File: config.mk
export PLATFORM = sky130hd
export DESIGN_NAME = power_state_stability_governor
export DESIGN_NICKNAME = d
export VERILOG_FILES = /design/src/hdl/pssg_pkg.sv /design/src/hdl/pssg_engine.sv /design/src/hdl/power_state_stability_governor.sv
export SDC_FILE = /design/constraint.sdc
export NUM_CORES = 1
export LEC_CHECK = 0
export ABC_AREA = 1
export BUFFER_PORTS_ARGS = -buffer_cell sky130_fd_sc_hd__buf_2
export CORE_MARGIN = 4
export CORE_UTILIZATION = 35
export CTS_CLUSTER_SIZE = 8
export DETAILED_ROUTE_END_ITERATION = 10
export PLACE_DENSITY_LB_ADDON = 0.08
export SKIP_LAST_GASP = 1
export SLEW_MARGIN = 20
export SYNTH_ARGS = -nofsm -noshare
export SYNTH_HDL_FRONTEND = slang
export SYNTH_SLANG_ARGS = --single-unit
File: constraint.sdc
create_clock -name clock -period 3.75 [get_ports clock]
set_input_delay 0.1875 -clock clock [delete_from_list [all_inputs] [get_ports clock]]
set_output_delay 0.1875 -clock clock [all_outputs]
set_load 0.02 [all_outputs]
File: src/hdl/pssg_pkg.sv
package pssg_pkg;

   localparam int NumDomainsDefault = 4;
   localparam int ThrW              = 24;
   localparam int NumThr            = 3;
   localparam int CsrIdxW           = 2;

   localparam logic [2:0] LEVEL_RESTORE = 3'd4;

   typedef enum logic [1:0] {
      MODE_CHECK  = 2'd0,
      MODE_NOTICE = 2'd1,
      MODE_TICK   = 2'd2
   } mode_type;

   typedef enum logic [CsrIdxW-1:0] {
      REG_IDLE_THR    = 2'd0,
      REG_STANDBY_THR = 2'd1,
      REG_SLEEP_THR   = 2'd2
   } reg_index_type;

   typedef logic [ThrW-1:0] thr_type;
   typedef thr_type [NumThr-1:0] thr_array_type;

   typedef struct packed {
      logic [1:0] mode;
      logic [1:0] domain;
      logic [3:0] lock_mask;
      logic [2:0] new_state;
      logic [1:0] current_state;
   } item_type;

   typedef struct packed {
      logic [1:0] chosen_state;
      logic       held_back;
      logic       timer_running;
   } result_type;

   function automatic thr_type level_threshold(thr_array_type thr, logic [1:0] level);
      thr_type t;
      t = '0;
      if (level != 2'd0) begin
         t = thr[2'(level - 2'd1)];
      end
      return t;
   endfunction

   function automatic logic [1:0] first_locked(logic [3:0] mask);
      logic [1:0] lv;
      priority if (mask[0]) begin
         lv = 2'd0;
      end else if (mask[1]) begin
         lv = 2'd1;
      end else if (mask[2]) begin
         lv = 2'd2;
      end else begin
         lv = 2'd3;
      end
      return lv;
   endfunction

   // Highest level at or below present whose threshold is zero.
   function automatic logic [1:0] hold_level(thr_array_type thr, logic [1:0] present);
      logic [1:0] lv;
      lv = 2'd0;
      priority if (present >= 2'd3 && thr[2] == '0) begin
         lv = 2'd3;
      end else if (present >= 2'd2 && thr[1] == '0) begin
         lv = 2'd2;
      end else if (present >= 2'd1 && thr[0] == '0) begin
         lv = 2'd1;
      end else begin
         lv = 2'd0;
      end
      return lv;
   endfunction

endpackage

File: src/hdl/pssg_engine.sv
module pssg_engine #(
   parameter int NUM_DOMAINS = pssg_pkg::NumDomainsDefault
) (
   input  logic                    clock,
   input  logic                    reset,
   input  logic                    item_en,
   input  pssg_pkg::item_type      item,
   input  pssg_pkg::thr_array_type thr,
   output pssg_pkg::result_type    result
);

   localparam int DomW = (NUM_DOMAINS > 1) ? $clog2(NUM_DOMAINS) : 1;

   logic [1:0]            pending_ff [NUM_DOMAINS];
   logic                  woke_ff    [NUM_DOMAINS];
   pssg_pkg::thr_type     left_ff    [NUM_DOMAINS];
   logic                  armed_ff   [NUM_DOMAINS];

   logic [1:0]            pending_in;
   logic                  woke_in;
   pssg_pkg::thr_type     left_in;
   logic                  armed_in;

   logic [DomW-1:0]       idx;
   logic                  in_range;
   logic [1:0]            cand;
   logic [1:0]            pend;
   pssg_pkg::thr_type     cand_thr;
   pssg_pkg::thr_type     pend_thr;
   pssg_pkg::thr_type     left_dec;

   assign idx      = DomW'(item.domain);
   assign in_range = 32'(item.domain) < 32'(NUM_DOMAINS);
   assign cand     = pssg_pkg::first_locked(item.lock_mask);
   assign pend     = pending_ff[idx];
   assign cand_thr = pssg_pkg::level_threshold(thr, cand);
   assign pend_thr = pssg_pkg::level_threshold(thr, pend);
   assign left_dec = (left_ff[idx] != '0) ? left_ff[idx] - 1'b1 : '0;

   always_comb begin
      pending_in = pend;
      woke_in    = woke_ff[idx];
      left_in    = left_ff[idx];
      armed_in   = armed_ff[idx];
      result     = '0;
      unique case (item.mode)
         pssg_pkg::MODE_CHECK: begin
            pending_in          = cand;
            woke_in             = 1'b0;
            result.chosen_state = cand;
            if (cand_thr != '0 && (!woke_ff[idx] || pend != cand)) begin
               result.chosen_state = pssg_pkg::hold_level(thr, item.current_state);
               result.held_back    = 1'b1;
            end
         end
         pssg_pkg::MODE_NOTICE: begin
            if (item.new_state == pssg_pkg::LEVEL_RESTORE) begin
               if (armed_ff[idx]) begin
                  if (left_ff[idx] == '0) begin
                     woke_in = 1'b1;
                  end
                  armed_in = 1'b0;
                  left_in  = '0;
               end
            end else if (item.new_state < pssg_pkg::LEVEL_RESTORE) begin
               if (pend_thr != '0 && {1'b0, pend} != item.new_state) begin
                  armed_in = 1'b1;
                  left_in  = pend_thr;
               end
            end
         end
         pssg_pkg::MODE_TICK: begin
            if (armed_ff[idx]) begin
               left_in = left_dec;
               if (left_dec == '0) begin
                  armed_in = 1'b0;
                  woke_in  = 1'b1;
               end
            end
         end
         default: begin
         end
      endcase
      result.timer_running = armed_in;
      if (!in_range) begin
         result = '0;
      end
   end

   always_ff @(posedge clock) begin
      if (reset) begin
         for (int i = 0; i < NUM_DOMAINS; i++) begin
            pending_ff[i] <= '0;
            woke_ff[i]    <= 1'b0;
            left_ff[i]    <= '0;
            armed_ff[i]   <= 1'b0;
         end
      end else if (item_en && in_range) begin
         pending_ff[idx] <= pending_in;
         woke_ff[idx]    <= woke_in;
         left_ff[idx]    <= left_in;
         armed_ff[idx]   <= armed_in;
      end
   end

endmodule

File: src/hdl/power_state_stability_governor.sv
// channel  dir  beat fields (low bit first)
// req      in   tuser: mode; tdata: domain, lock_mask, new_state, current_state
// rsp      out  tdata: chosen_state, held_back, timer_running
// csr      in   csr_index: register, csr_data: threshold value
//
// One beat per cycle sustained while rsp is not stalled; the req beat lands in the input register,
// and the result register, which drives rsp valid, loads from it once rsp can advance.
// A stalled rsp still lets one more req beat into the input register.
// Synchronous reset clears all domain state, thresholds and valid flags.
// csr is always ready; writes take effect on the next item.
module power_state_stability_governor #(
   parameter int NUM_DOMAINS = pssg_pkg::NumDomainsDefault
) (
   input  logic                         clock,
   input  logic                         reset,
   input  logic                         req_tvalid,
   output logic                         req_tready,
   input  logic [15:0]                  req_tdata,  // domain, lock_mask, new_state, current_state
   input  logic [1:0]                   req_tuser,  // mode
   output logic                         rsp_tvalid,
   input  logic                         rsp_tready,
   output logic [7:0]                   rsp_tdata,  // chosen_state, held_back, timer_running
   input  logic                         csr_valid,
   output logic                         csr_ready,
   input  logic [pssg_pkg::CsrIdxW-1:0] csr_index,
   input  logic [pssg_pkg::ThrW-1:0]    csr_data
);

   pssg_pkg::item_type      item_ff;
   logic                    item_valid_ff;
   pssg_pkg::result_type    rsp_ff;
   logic                    rsp_valid_ff;
   pssg_pkg::thr_array_type thr_ff;
   pssg_pkg::result_type    result;
   pssg_pkg::item_type      item_in;
   logic                    advance;

   assign advance    = !rsp_valid_ff || rsp_tready;
   assign req_tready = !item_valid_ff || advance;
   assign csr_ready  = 1'b1;

   assign item_in.mode          = req_tuser;
   assign item_in.domain        = req_tdata[1:0];
   assign item_in.lock_mask     = req_tdata[5:2];
   assign item_in.new_state     = req_tdata[8:6];
   assign item_in.current_state = req_tdata[10:9];

   always_ff @(posedge clock) begin
      if (reset) begin
         thr_ff <= '0;
      end else if (csr_valid) begin
         unique case (csr_index)
            pssg_pkg::REG_IDLE_THR:    thr_ff[0] <= csr_data;
            pssg_pkg::REG_STANDBY_THR: thr_ff[1] <= csr_data;
            pssg_pkg::REG_SLEEP_THR:   thr_ff[2] <= csr_data;
            default: begin
            end
         endcase
      end
   end

   always_ff @(posedge clock) begin
      if (reset) begin
         item_valid_ff <= 1'b0;
      end else if (req_tready) begin
         item_valid_ff <= req_tvalid;
      end
   end

   always_ff @(posedge clock) begin
      if (req_tready && req_tvalid) begin
         item_ff <= item_in;
      end
   end

   pssg_engine #(
      .NUM_DOMAINS(NUM_DOMAINS)
   ) u_engine (
      .clock   (clock),
      .reset   (reset),
      .item_en (item_valid_ff && advance),
      .item    (item_ff),
      .thr     (thr_ff),
      .result  (result)
   );

   always_ff @(posedge clock) begin
      if (reset) begin
         rsp_valid_ff <= 1'b0;
      end else if (advance) begin
         rsp_valid_ff <= item_valid_ff;
      end
   end

   always_ff @(posedge clock) begin
      if (advance && item_valid_ff) begin
         rsp_ff <= result;
      end
   end

   assign rsp_tvalid = rsp_valid_ff;
   assign rsp_tdata  = {4'b0, rsp_ff.timer_running, rsp_ff.held_back, rsp_ff.chosen_state};

endmodule

==> flow_summary.json <==
{
  "outcome": "completed",
  "numCtsBuffers": 29,
  "nets": 1780,
  "fin_worst_skew_ns": 0.0220,
  "path_clk_slew_ns": 0.05,
  "worst_pin_slew_ns": 1.01,
  "worst_setup_path_end_kind": "flop",
  "grt_setup_unrepaired": "false",
  "grt-ovfl-total": 0,
  "hold_class": "in2reg",
  "setup_viol": 0,
  "crit_path_max_fanout": 32,
  "initial_core_util": 0.354,
  "cts-root-buf": "clkbuf_16",
  "cts_buffer_depth": 3,
  "syn_area_per_cell_sq_um": 7.19,
  "min_period_ns": 3.36,
  "cts_tree": "built",
  "start_kind": "flop",
  "first_global_vias": 10400,
  "grt_pass1_wl_um": 58700,
  "coreArea_sq_mm": 0.0334,
  "syn_inst": 1649,
  "reg2reg_slack_ns": 0.39,
  "area_growth_syn_to_layout_pct": 15.9,
  "hold_viol": 0,
  "peakVddDrop_uv": 342,
  "drt_wl_total_um": 36900,
  "criticalPathCategory": "reg2reg",
  "fp.dieW_um": 192,
  "drt_pass1_iterations": 6,
  "drc": 0,
  "rows": 67,
  "dp_hpwl_um": 25500,
  "drt_iter0_drc": 821,
  "yosysSeqAreaShare": 0.453,
  "cap_violations": 0,
  "detail-route-antenna-nets": 0,
  "nFillCells": 3592,
  "yosysWarnings": 0,
  "final_common_cell": "nand2_1",
  "numPortBuffers": 48,
  "fin_util": 0.411,
  "antenna_found_initial": 0,
  "vias": 10900,
  "fin_crit_sh": 0.896,
  "gp_congestion": 0.878,
  "vias_per_cell": 5.01,
  "fmax_ghz": 0.298,
  "wl_per_cell_um": 16.9,
  "yosys_register_bits": 204,
  "p_leak_nw": 6.11,
  "ys_types": 42,
  "setup_tns_ns": 0,
  "max_slew_margin": 0.324,
  "arrival_ns": 3.66,
  "synthArstFlopShare": 0,
  "die_h_um": 192,
  "power_density_mw_per_mm2": 463,
  "htreeDepth": 1,
  "drv_slew": 0,
  "final_cell_mix": "417 x nand2_1, 252 x nor2_1, 183 x nand3_1",
  "cp_data_required_time_ns": 4.05,
  "diodes": 0,
  "syn_area_sq_mm": 0.0119,
  "postCtsSetupRepairBufs": 0,
  "die_area_sq_mm": 0.0369,
  "synth_edf_count": 128,
  "clkSinkCount": 204,
  "grt_start_max_net_pins": 73,
  "p_total_mw": 6.37,
  "track_usage": 0.200,
  "worstSkewPairLatency_ns": 0.56,
  "synthFlopType": "edfxtp_1",
  "io_pins": 60,
  "drive_gt1_frac": 0.100
}
[area by class of cell]
| cell class | instances | area [sq um] | area share |
|---|---|---|---|
| multi-input combinational | 1202 | 5440 | 0.396 |
| clock inverter | 1 | 20.0 | 0.00146 |
| sequential | 204 | 5370 | 0.391 |
| tap | 448 | 561 | 0.0408 |
| timing repair buffer | 136 | 1010 | 0.0738 |
| clock buffer | 39 | 773 | 0.0563 |
| inverter | 150 | 563 | 0.0410 |
[final timing paths]
path / cells past startpoint / endpoint / startpoint
setup / recovery: 18 / u_engine.armed_ff[3] / flop
hold / removal: 5 / thr_ff[3] / csr_index[0]
setup reg to reg: 18 / u_engine.armed_ff[3] / flop
hold reg to reg: 2 / thr_ff[5] / thr_ff[5]
[routing by layer]
layer  part of all wire  global-route usage  up-vias
met5                  0                   0        -
met4              0.012              0.0357        0
met3              0.055              0.0229       41
met2               0.44               0.316      256
met1               0.49               0.299     5094
li1                   -                   -     5541
[repair_timing]
action | CTS | global route
hold endpoints to repair | 88 | 0
hold buffers | 40 | 0
endpoints found under the setup margin | 0 | 9
resized for setup | 0 | 2
[worst max-delay path, cell delays in order (launching register included)]
cell	delay, ns
dfxtp_2	0.42
inv_2	0.10
buf_4	0.26
nand2_1	0.11
nand3_1	0.07
nand2_1	0.22
nand2_1	0.14
nor2_2	0.19
nand2_2	0.10
nor3_1	0.50
nor2_1	0.18
nor2_1	0.16
nand2_1	0.07
nor2_1	0.14
nand2_1	0.08
nand2_1	0.06
nand2_1	0.07
nand2_2	0.13
nor2_1	0.05
[per-stage QoR]
step	cell area [sq um]	setup slack, ns	instances	hold slack (ns)
final	13700	0.391	2180	0.167
after global routing	13700	0.0713	2180	0.190
after CTS	13700	0.317	2180	0.151
after detailed placement	12500	0.365	2100	0.366
after global placement	12500	0.364	2100	0.368
after floorplan	11900	0.489	1652	0.257
[cell usage after synthesis, drive strengths merged, types with 9 or more instances]
master	number	share of area
nand2	440	0.15
clkbuf	52	0.016
nor4	9	0.0047
buf	44	0.027
nor2	259	0.085
inv	146	0.046
a21oi	135	0.057
dfxtp	76	0.13
edfxtp	128	0.32
nand3	185	0.080
o21ai	122	0.052
[cell families after synthesis]
group	share of synthesized area
AOI/OAI and AO/OA	0.119
xor gates and xnor gates	0.00222
adders and majority gates	0.00844
buffers and inverters	0.0910
DFF	0.453
other	0.000634
and+or+nand+nor	0.327
[registers in the layout, indices dropped and copies added, names as in the netlist, named ones only]
name,cells
u_engine.left_ff,96
thr_ff,72
item_ff,12
u_engine.pending_ff,8
rsp_tdata,4
u_engine.armed_ff,4
u_engine.woke_ff,4
item_valid_ff,1
rsp_tvalid,1
[report_power, final]
group,total (mW),switching (mW),internal (mW)
clock network,2.36,0.954,1.41
registers,2.56,0.0556,2.50
logic,1.44,0.983,0.460
total,6.37,1.99,4.37
Note: power is estimated with default switching activity, not from simulation.
